[src/hdl/lps_pkg.sv]
`timescale 1ns / 1ps
`default_nettype none
// ----------------------------------------------------------------------------
// Lexicographic permutation stepper package
// Shared widths, slot types and the identity ordering.
// ----------------------------------------------------------------------------
package lps_pkg;

  // Largest element count the block supports.
  localparam int MAX_ELEMENTS = 8;
  // Bits per slot and number of slots that the packed ordering carries.
  localparam int SLOT_BITS    = 3;
  localparam int OUT_SLOTS    = 8;
  localparam int ORDER_BITS   = SLOT_BITS * OUT_SLOTS;
  localparam int COUNT_BITS   = 4;

  typedef logic [SLOT_BITS-1:0]  slot_t;
  typedef slot_t [OUT_SLOTS-1:0] order_arr_t;
  typedef logic [COUNT_BITS-1:0] count_t;

  // Effective element count saturates at the smaller of the two limits.
  localparam count_t COUNT_MAX =
    count_t'((MAX_ELEMENTS < OUT_SLOTS) ? MAX_ELEMENTS : OUT_SLOTS);

  // Result of one step, passed from the successor logic to the top level.
  typedef struct packed {
    logic [ORDER_BITS-1:0] order;
    logic                  is_last;
  } step_result_t;

  // Identity ordering: slot k holds k.
  function automatic order_arr_t identity();
    order_arr_t id;
    for (int k = 0; k < OUT_SLOTS; k++) begin
      id[k] = slot_t'(k);
    end
    return id;
  endfunction

endpackage
`default_nettype wire

[src/hdl/lps_successor.sv]
`timescale 1ns / 1ps
`default_nettype none
// ----------------------------------------------------------------------------
// Lexicographic successor logic
// Packs the current ordering and computes its lexicographic successor with
// a parallel pivot search, successor search, swap and suffix reversal.
// ----------------------------------------------------------------------------
module lps_successor (
  input  wire lps_pkg::order_arr_t   cur,
  input  wire lps_pkg::count_t       n,
  output lps_pkg::order_arr_t        nxt,
  output lps_pkg::step_result_t      res
);

  logic [lps_pkg::OUT_SLOTS-2:0] asc;
  logic                          found;
  lps_pkg::slot_t                pivot;
  lps_pkg::slot_t                pv;
  lps_pkg::slot_t                succ;
  logic [lps_pkg::COUNT_BITS:0]  src_w;
  lps_pkg::slot_t                src;

  // Pivot search: rightmost ascent inside the active slots.
  always_comb begin
    pivot = '0;
    for (int k = 0; k < lps_pkg::OUT_SLOTS - 1; k++) begin
      asc[k] = (lps_pkg::COUNT_BITS'(k + 1) < n) && (cur[k] < cur[k+1]);
      if (asc[k]) begin
        pivot = lps_pkg::slot_t'(k);
      end
    end
    found = |asc;
    pv    = cur[pivot];
  end

  // Successor search: rightmost active slot holding a value above the pivot.
  always_comb begin
    succ = '0;
    for (int k = 0; k < lps_pkg::OUT_SLOTS; k++) begin
      if ((lps_pkg::COUNT_BITS'(k) < n) && (cur[k] > pv)) begin
        succ = lps_pkg::slot_t'(k);
      end
    end
  end

  // Swap and suffix reversal; a descending ordering wraps to the identity.
  always_comb begin
    src_w = '0;
    src   = '0;
    for (int k = 0; k < lps_pkg::OUT_SLOTS; k++) begin
      if (!found) begin
        nxt[k] = lps_pkg::slot_t'(k);
      end else if ((lps_pkg::COUNT_BITS'(k) < n) && (lps_pkg::slot_t'(k) > pivot)) begin
        // Slot k takes the mirrored suffix slot n + pivot - k.
        src_w  = (lps_pkg::COUNT_BITS+1)'(n) + (lps_pkg::COUNT_BITS+1)'(pivot)
               - (lps_pkg::COUNT_BITS+1)'(k);
        src    = src_w[lps_pkg::SLOT_BITS-1:0];
        nxt[k] = (src == succ) ? pv : cur[src];
      end else if (lps_pkg::slot_t'(k) == pivot) begin
        nxt[k] = cur[succ];
      end else begin
        nxt[k] = cur[k];
      end
    end
  end

  // Emitted beat: active slots packed, unused slots zero.
  always_comb begin
    res.order = '0;
    for (int k = 0; k < lps_pkg::OUT_SLOTS; k++) begin
      if (lps_pkg::COUNT_BITS'(k) < n) begin
        res.order[k*lps_pkg::SLOT_BITS +: lps_pkg::SLOT_BITS] = cur[k];
      end
    end
    res.is_last = !found;
  end

endmodule
`default_nettype wire

[src/hdl/lexicographic_permutation_stepper.sv]
`timescale 1ns / 1ps
`default_nettype none
// ----------------------------------------------------------------------------
// Lexicographic permutation stepper
// Emits the orderings of 0..n_used-1 in lexicographic order, one per beat.
// ----------------------------------------------------------------------------
// The block accepts one request beat per clock cycle and returns one result
// beat for each, in the cycle after acceptance, from an output register. The
// rate is set by the combinational successor logic that reads the stored
// ordering register and writes the next ordering back in the same cycle as
// the result is registered. A request is stalled only while a result waits
// in the output register and the sink stalls it. Writing n_used (clamped to
// 1..8) reloads the identity ordering; write it only while the block is idle.
// ----------------------------------------------------------------------------
module lexicographic_permutation_stepper (
  input  wire                              clk,
  input  wire                              rst_n,
  // Request channel
  input  wire                              in_valid,
  output logic                             in_stall,
  input  wire                              in_restart,
  // Result channel
  output logic                             out_valid,
  input  wire                              out_stall,
  output logic [lps_pkg::ORDER_BITS-1:0]   out_order,
  output logic                             out_is_last,
  // Configuration channel
  input  wire                              cfg_valid,
  output logic                             cfg_ready,
  input  wire  [lps_pkg::COUNT_BITS-1:0]   cfg_data
);

  lps_pkg::order_arr_t   order_r;
  lps_pkg::order_arr_t   order_nxt;
  lps_pkg::order_arr_t   cur;
  lps_pkg::count_t       n_used_r;
  lps_pkg::count_t       n_eff;
  lps_pkg::step_result_t res;
  logic                  out_valid_r;
  logic [lps_pkg::ORDER_BITS-1:0] out_order_r;
  logic                  out_is_last_r;
  logic                  in_fire;
  logic                  cfg_fire;

  // Handshakes: the output register frees up when its beat is taken.
  assign in_stall  = out_valid_r && out_stall;
  assign in_fire   = in_valid && !in_stall;
  assign cfg_ready = 1'b1;
  assign cfg_fire  = cfg_valid && cfg_ready;

  // Clamp the element count into the supported range.
  always_comb begin
    if (n_used_r == '0) begin
      n_eff = lps_pkg::count_t'(1);
    end else if (n_used_r > lps_pkg::COUNT_MAX) begin
      n_eff = lps_pkg::COUNT_MAX;
    end else begin
      n_eff = n_used_r;
    end
  end

  // A restart beat works from the identity instead of the stored ordering.
  assign cur = in_restart ? lps_pkg::identity() : order_r;

  lps_successor u_successor (
    .cur (cur),
    .n   (n_eff),
    .nxt (order_nxt),
    .res (res)
  );

  // Ordering state and count register.
  always_ff @(posedge clk) begin
    if (!rst_n) begin
      n_used_r <= lps_pkg::count_t'(3);
      order_r  <= lps_pkg::identity();
    end else if (cfg_fire) begin
      n_used_r <= cfg_data;
      order_r  <= lps_pkg::identity();
    end else if (in_fire) begin
      order_r  <= order_nxt;
    end
  end

  // Output register.
  always_ff @(posedge clk) begin
    if (!rst_n) begin
      out_valid_r <= 1'b0;
    end else if (in_fire) begin
      out_valid_r <= 1'b1;
    end else if (!out_stall) begin
      out_valid_r <= 1'b0;
    end
  end

  always_ff @(posedge clk) begin
    if (in_fire) begin
      out_order_r   <= res.order;
      out_is_last_r <= res.is_last;
    end
  end

  assign out_valid   = out_valid_r;
  assign out_order   = out_order_r;
  assign out_is_last = out_is_last_r;

endmodule
`default_nettype wire

[config.mk]
export PLATFORM = sky130hd
export DESIGN_NAME = lexicographic_permutation_stepper
export DESIGN_NICKNAME = d
export VERILOG_FILES = /design/src/hdl/lps_pkg.sv /design/src/hdl/lps_successor.sv /design/src/hdl/lexicographic_permutation_stepper.sv
export SDC_FILE = /design/constraint.sdc
export NUM_CORES = 1
export LEC_CHECK = 0
export BUFFER_PORTS_ARGS = -buffer_cell sky130_fd_sc_hd__buf_2
export CAP_MARGIN = 20
export CELL_PAD_IN_SITES_DETAIL_PLACEMENT = 2
export CELL_PAD_IN_SITES_GLOBAL_PLACEMENT = 2
export CORE_MARGIN = 4
export CORE_UTILIZATION = 41
export DETAILED_ROUTE_END_ITERATION = 6
export PLACE_DENSITY = 0.93
export SYNTH_ARGS = -nofsm -noshare
export SYNTH_HDL_FRONTEND = slang
export SYNTH_SLANG_ARGS = --single-unit
[constraint.sdc]
create_clock -name clk -period 21.4 [get_ports clk]
set_input_delay 6.42 -clock clk [delete_from_list [all_inputs] [get_ports clk]]
set_output_delay 6.42 -clock clk [all_outputs]
set_load 0.005 [all_outputs]
# Word level (Yosys, flattened, before mapping)
# Index checks and enable logic that the tools add are counted.
# W data, S select, Z words.
# classes
mux,70
n_reduce_logical,30
add_sub_neg,8
n_eq_ne,16
magnitude_cmp,41
n_bitwise,1
# op_table
cell,n
$mux W3,49
$bmux W3 S3,10
$lt A3 B4 Y1 const B,10
$eq A3 B3 Y1,8
$logic_and A1 B1 Y1,24
$mux W24,1
$gt A3 B3 Y1,7
$lt A3 B3 Y1,7
$lt A3 B4 Y1 const A,4
$eq A3 B3 Y1 const A,4
$gt A3 B3 Y1 const A,4
$sub A3 B3 Y3 const B,4
$lt A1 B4 Y1 const A,2
$lt A2 B4 Y1 const A,2
$mux W2,4
$mux W4,2
$reduce_or A7 Y1,1
$eq A2 B3 Y1 const A,2
$gt A1 B3 Y1 const A,2
$gt A2 B3 Y1 const A,2
$sub A3 B2 Y3 const B,2
$gt A4 B4 Y1 const B,1
$logic_not A4 Y1,1
$mux W1,4
other kinds (8),9
# word_totals
wordCells,185
ff_bits,54
in_bits,10
output_inout_bits,28

# Longest topological paths before layout
# logic_depth
depth_word,27
mapped_depth,29
depth_no_buf,26

# Cells and area by module
# From an unflattened synthesis, not the netlist that was laid out.
# hier_totals
hier_cells,708
hier_area_um2,6342.3
# modules_own_cells
mod,area_each_um2,cells_each,seq_area_each_um2,instances
lps_successor,4017.6,523,0.0,1
lexicographic_permutation_stepper,2324.7,185,1331.3,1

# Worst setup path after synthesis
# Ideal clock, no wire load.
# synth_timing
path_type,input-to-output
from,in out_stall
to,out in_stall
arrival_time_ps,6540
n_path_buf,0
path_stages,2
setup_slack_ps,8440
cell_sequence,nand2_1 > inv_1
# synth_via
elab_chain_cells,1
# synth_rtl
item,line,rtl
start: declaration,lexicographic_permutation_stepper.sv:24,"input wire out_stall,"
$logic_and A1 B1 Y1,lexicographic_permutation_stepper.sv:46,assign in_stall = out_valid_r && out_stall;
end: declaration,lexicographic_permutation_stepper.sv:20,"output logic in_stall,"
# Every way passes these cells.

==> flow_summary.json <==
{
  "status": "completed",
  "gr-total-overflow": 0,
  "power_switching_uw": 333.6,
  "vias_per_cell": 7.322,
  "drive_above_1_share_pct": 18.56,
  "cts_buffer_depth": 2,
  "drcViolationCount": 0,
  "n_fill_cell": 1530,
  "synthesis.nets": 721,
  "total_power_uw": 655.4,
  "gp_congestion": 1.065,
  "cpMostUsedCell": "a21oi_1",
  "num_rows": 43,
  "setup_viol": 0,
  "ys_seq_elements": 54,
  "mostFrequentLayoutCells": "nor2_1 (86), nand2_1 (68), a21oi_1 (36), buf_2 (36), o21ai_0 (33)",
  "cts_resized": 0,
  "finalCritPeriodShare_pct": 68.28,
  "place_hpwl_um": 21460,
  "critPathMaxStageDelay_ns": 0.73,
  "grt_setup_unrepaired": "no",
  "drt_iter0_drc": 918,
  "whs_ns": 0.4892,
  "synth_area_sq_mm": 0.005792,
  "yosys_warnings": 0,
  "crit_type": "in2reg",
  "nNetsFinal": 741,
  "synth_cell_type_count": 94,
  "peakVddDrop_mv": 0.03723,
  "clk_root_buffer_cell": "clkbuf_16",
  "pwr-share-clk_pct": 14.9,
  "relSlewSlack_pct": 28.44,
  "hold_path_class": "reg2reg",
  "cp-end-kind": "register",
  "cts_made_buffers": 5,
  "setup_tns_ns": 0,
  "post_cts_buffers": 0,
  "io_buffers": 36,
  "cts_tree": "yes",
  "power_frac_seq_pct": 18.0,
  "grt_pass1_vias": 6865,
  "htree_levels": 2,
  "path_max_fanout": 36,
  "leakagePower_nw": 2.530,
  "power_density_mw_per_mm2": 103.5,
  "drtPass1Iterations": 5,
  "vias": 6495,
  "critPathArrivalTime_ns": 14.78,
  "antenna_found_initial": 1,
  "die-area_sq_mm": 0.01609,
  "fp.coreArea_sq_mm": 0.01388,
  "slew_violations": 0,
  "cts_hold_buf": 0,
  "track_usage_pct": 35.40,
  "wl_per_cell_um": 32.21,
  "cap_violations": 0,
  "final_area_sq_mm": 0.006331,
  "netlist.area_leader.share_pct": 12.96,
  "cts_sinks": 54,
  "period_minus_slack_ns": 14.61,
  "crit_slowest_cell": "nor3_2",
  "wirelength_um": 28570,
  "worst_slew_pin_slew_ns": 1.066,
  "async_reset_ff_share_pct": 0,
  "ys_seq_area_share_pct": 22.99,
  "required_ns": 21.57,
  "synth-main-ff-cell": "dfxtp_1",
  "placed_area_sq_mm": 0.006148,
  "die_w_um": 126.9,
  "synth.largest_area_cell": "edfxtp_1",
  "synthCells": 685,
  "die_h_um": 126.9,
  "clk_pin_slew_ns": 0.08,
  "p_int_uw": 321.8,
  "ioPinCount": 38,
  "swShare_pct": 50.90,
  "initial_core_util_pct": 41.73,
  "syn_to_final_growth_pct": 9.311,
  "final_common_cell": "nor2_1",
  "synth.area.top_cells": "edfxtp_1 (13%), dfxtp_1 (10%), mux4_2 (9.3%)",
  "fmax_mhz": 68.44,
  "timing_hold_violations_final": 0,
  "p_comb_share_pct": 67.1,
  "grt_pass1_wl_um": 43140,
  "ant_nets": 0,
  "grt_max_degree": 37,
  "avgSynthCellArea_sq_um": 8.455,
  "synth_edf_count": 25,
  "clkLatencyLatePin_ns": 0.32,
  "crit_path_start_kind": "input port",
  "skew_ns": 0.006981
}
==> through the flow <==
step / utilization [%] / instances / setup slack (ns)
after global routing: 45.61 / 887 / 6.654
after global placement: 44.29 / 877 / 7.381
final: 45.61 / 887 / 6.788
after CTS: 45.54 / 885 / 7.258
after floorplan: - / 685 / 8.440
after detailed placement: 44.29 / 877 / 6.983
==> critical path: cells and delay by family <==
kind / cells / cell delay (ns)
compound gates: 16 / 3.42
buf+inv: 5 / 1.78
fa+ha+maj: 2 / 0.74
simple gates: 6 / 2.36
==> layout make-up <==
type | instances | area [sq um] | share of cell area, %
Multi-Input combinational cell | 562 | 4190 | 66.19
Sequential cell | 54 | 1331 | 21.03
Timing Repair Buffer | 51 | 292.8 | 4.625
Tap cell | 180 | 225.2 | 3.557
Clock buffer | 7 | 163.9 | 2.589
Inverter | 31 | 116.4 | 1.838
Clock inverter | 1 | 8.758 | 0.1383
Antenna cell | 1 | 2.502 | 0.03953
==> state kept, by name (all words and copies together) (netlist names) <==
register / cells
out_is_last: 1
n_used_r: 4
order_r: 24
out_valid: 1
out_order: 24
==> worst paths after layout <==
check / to / slack [ns] / cells after the start / start
setup / recovery: order_r[12] / 6.79 / 29 / in_restart
hold / removal: order_r[17] / 0.49 / 1 / order_r[17]
setup reg to reg: order_r[12] / 13.18 / 28 / order_r[7]
hold reg to reg: order_r[17] / 0.49 / 1 / order_r[17]
==> power groups by stage <==
stage               Sequential (mW)  Clock [mW]  Combinational (mW)
floorplan                     0.118           0               0.298
global placement              0.119           0               0.399
detailed placement            0.120           0               0.420
CTS                           0.118      0.0980               0.426
global route                  0.119       0.102               0.464
finish                        0.118      0.0975               0.440
==> synthesized netlist by cell type (8+ instances only) <==
cell type	n
nor2_1	86
nand2_1	68
a21oi_1	36
o21ai_0	33
dfxtp_1	29
mux2i_1	29
inv_1	27
clkbuf_1	26
edfxtp_1	25
ha_1	25
mux4_2	24
nor3_1	22
nand2b_1	14
a31oi_1	13
nor2b_1	11
o211ai_1	10
a21o_1	9
nand3_1	8
or2_2	8
or3_1	8
==> layer usage <==
metal | up-vias | part of all wire (%) | GRT usage, % | wire length, um
met4 | 0 | 5.7 | 17.92 | 1621
met3 | 127 | 9.8 | 7.874 | 2787
met1 | 3290 | 38 | 43.64 | 10850
met2 | 440 | 47 | 58.16 | 13320
met5 | - | 0 | 0 | 0
li1 | 2638 | - | - | -
==> kinds of logic (layout without fill, tap and decap cells) <==
logic type | after synthesis | in the layout | synth area share (%)
AOI/OAI and AO/OA | 212 | 212 | 28.54
xor gates and xnor gates | 7 | 7 | 1.059
adders and majority gates | 32 | 32 | 6.913
buffers and inverters | 69 | 90 | 4.666
DFF | 54 | 54 | 22.99
muxes | 56 | 56 | 14.99
other | 1 | 2 | 0.06475
and+or+nand+nor | 254 | 254 | 20.78
(Power assumes the default switching activity.)
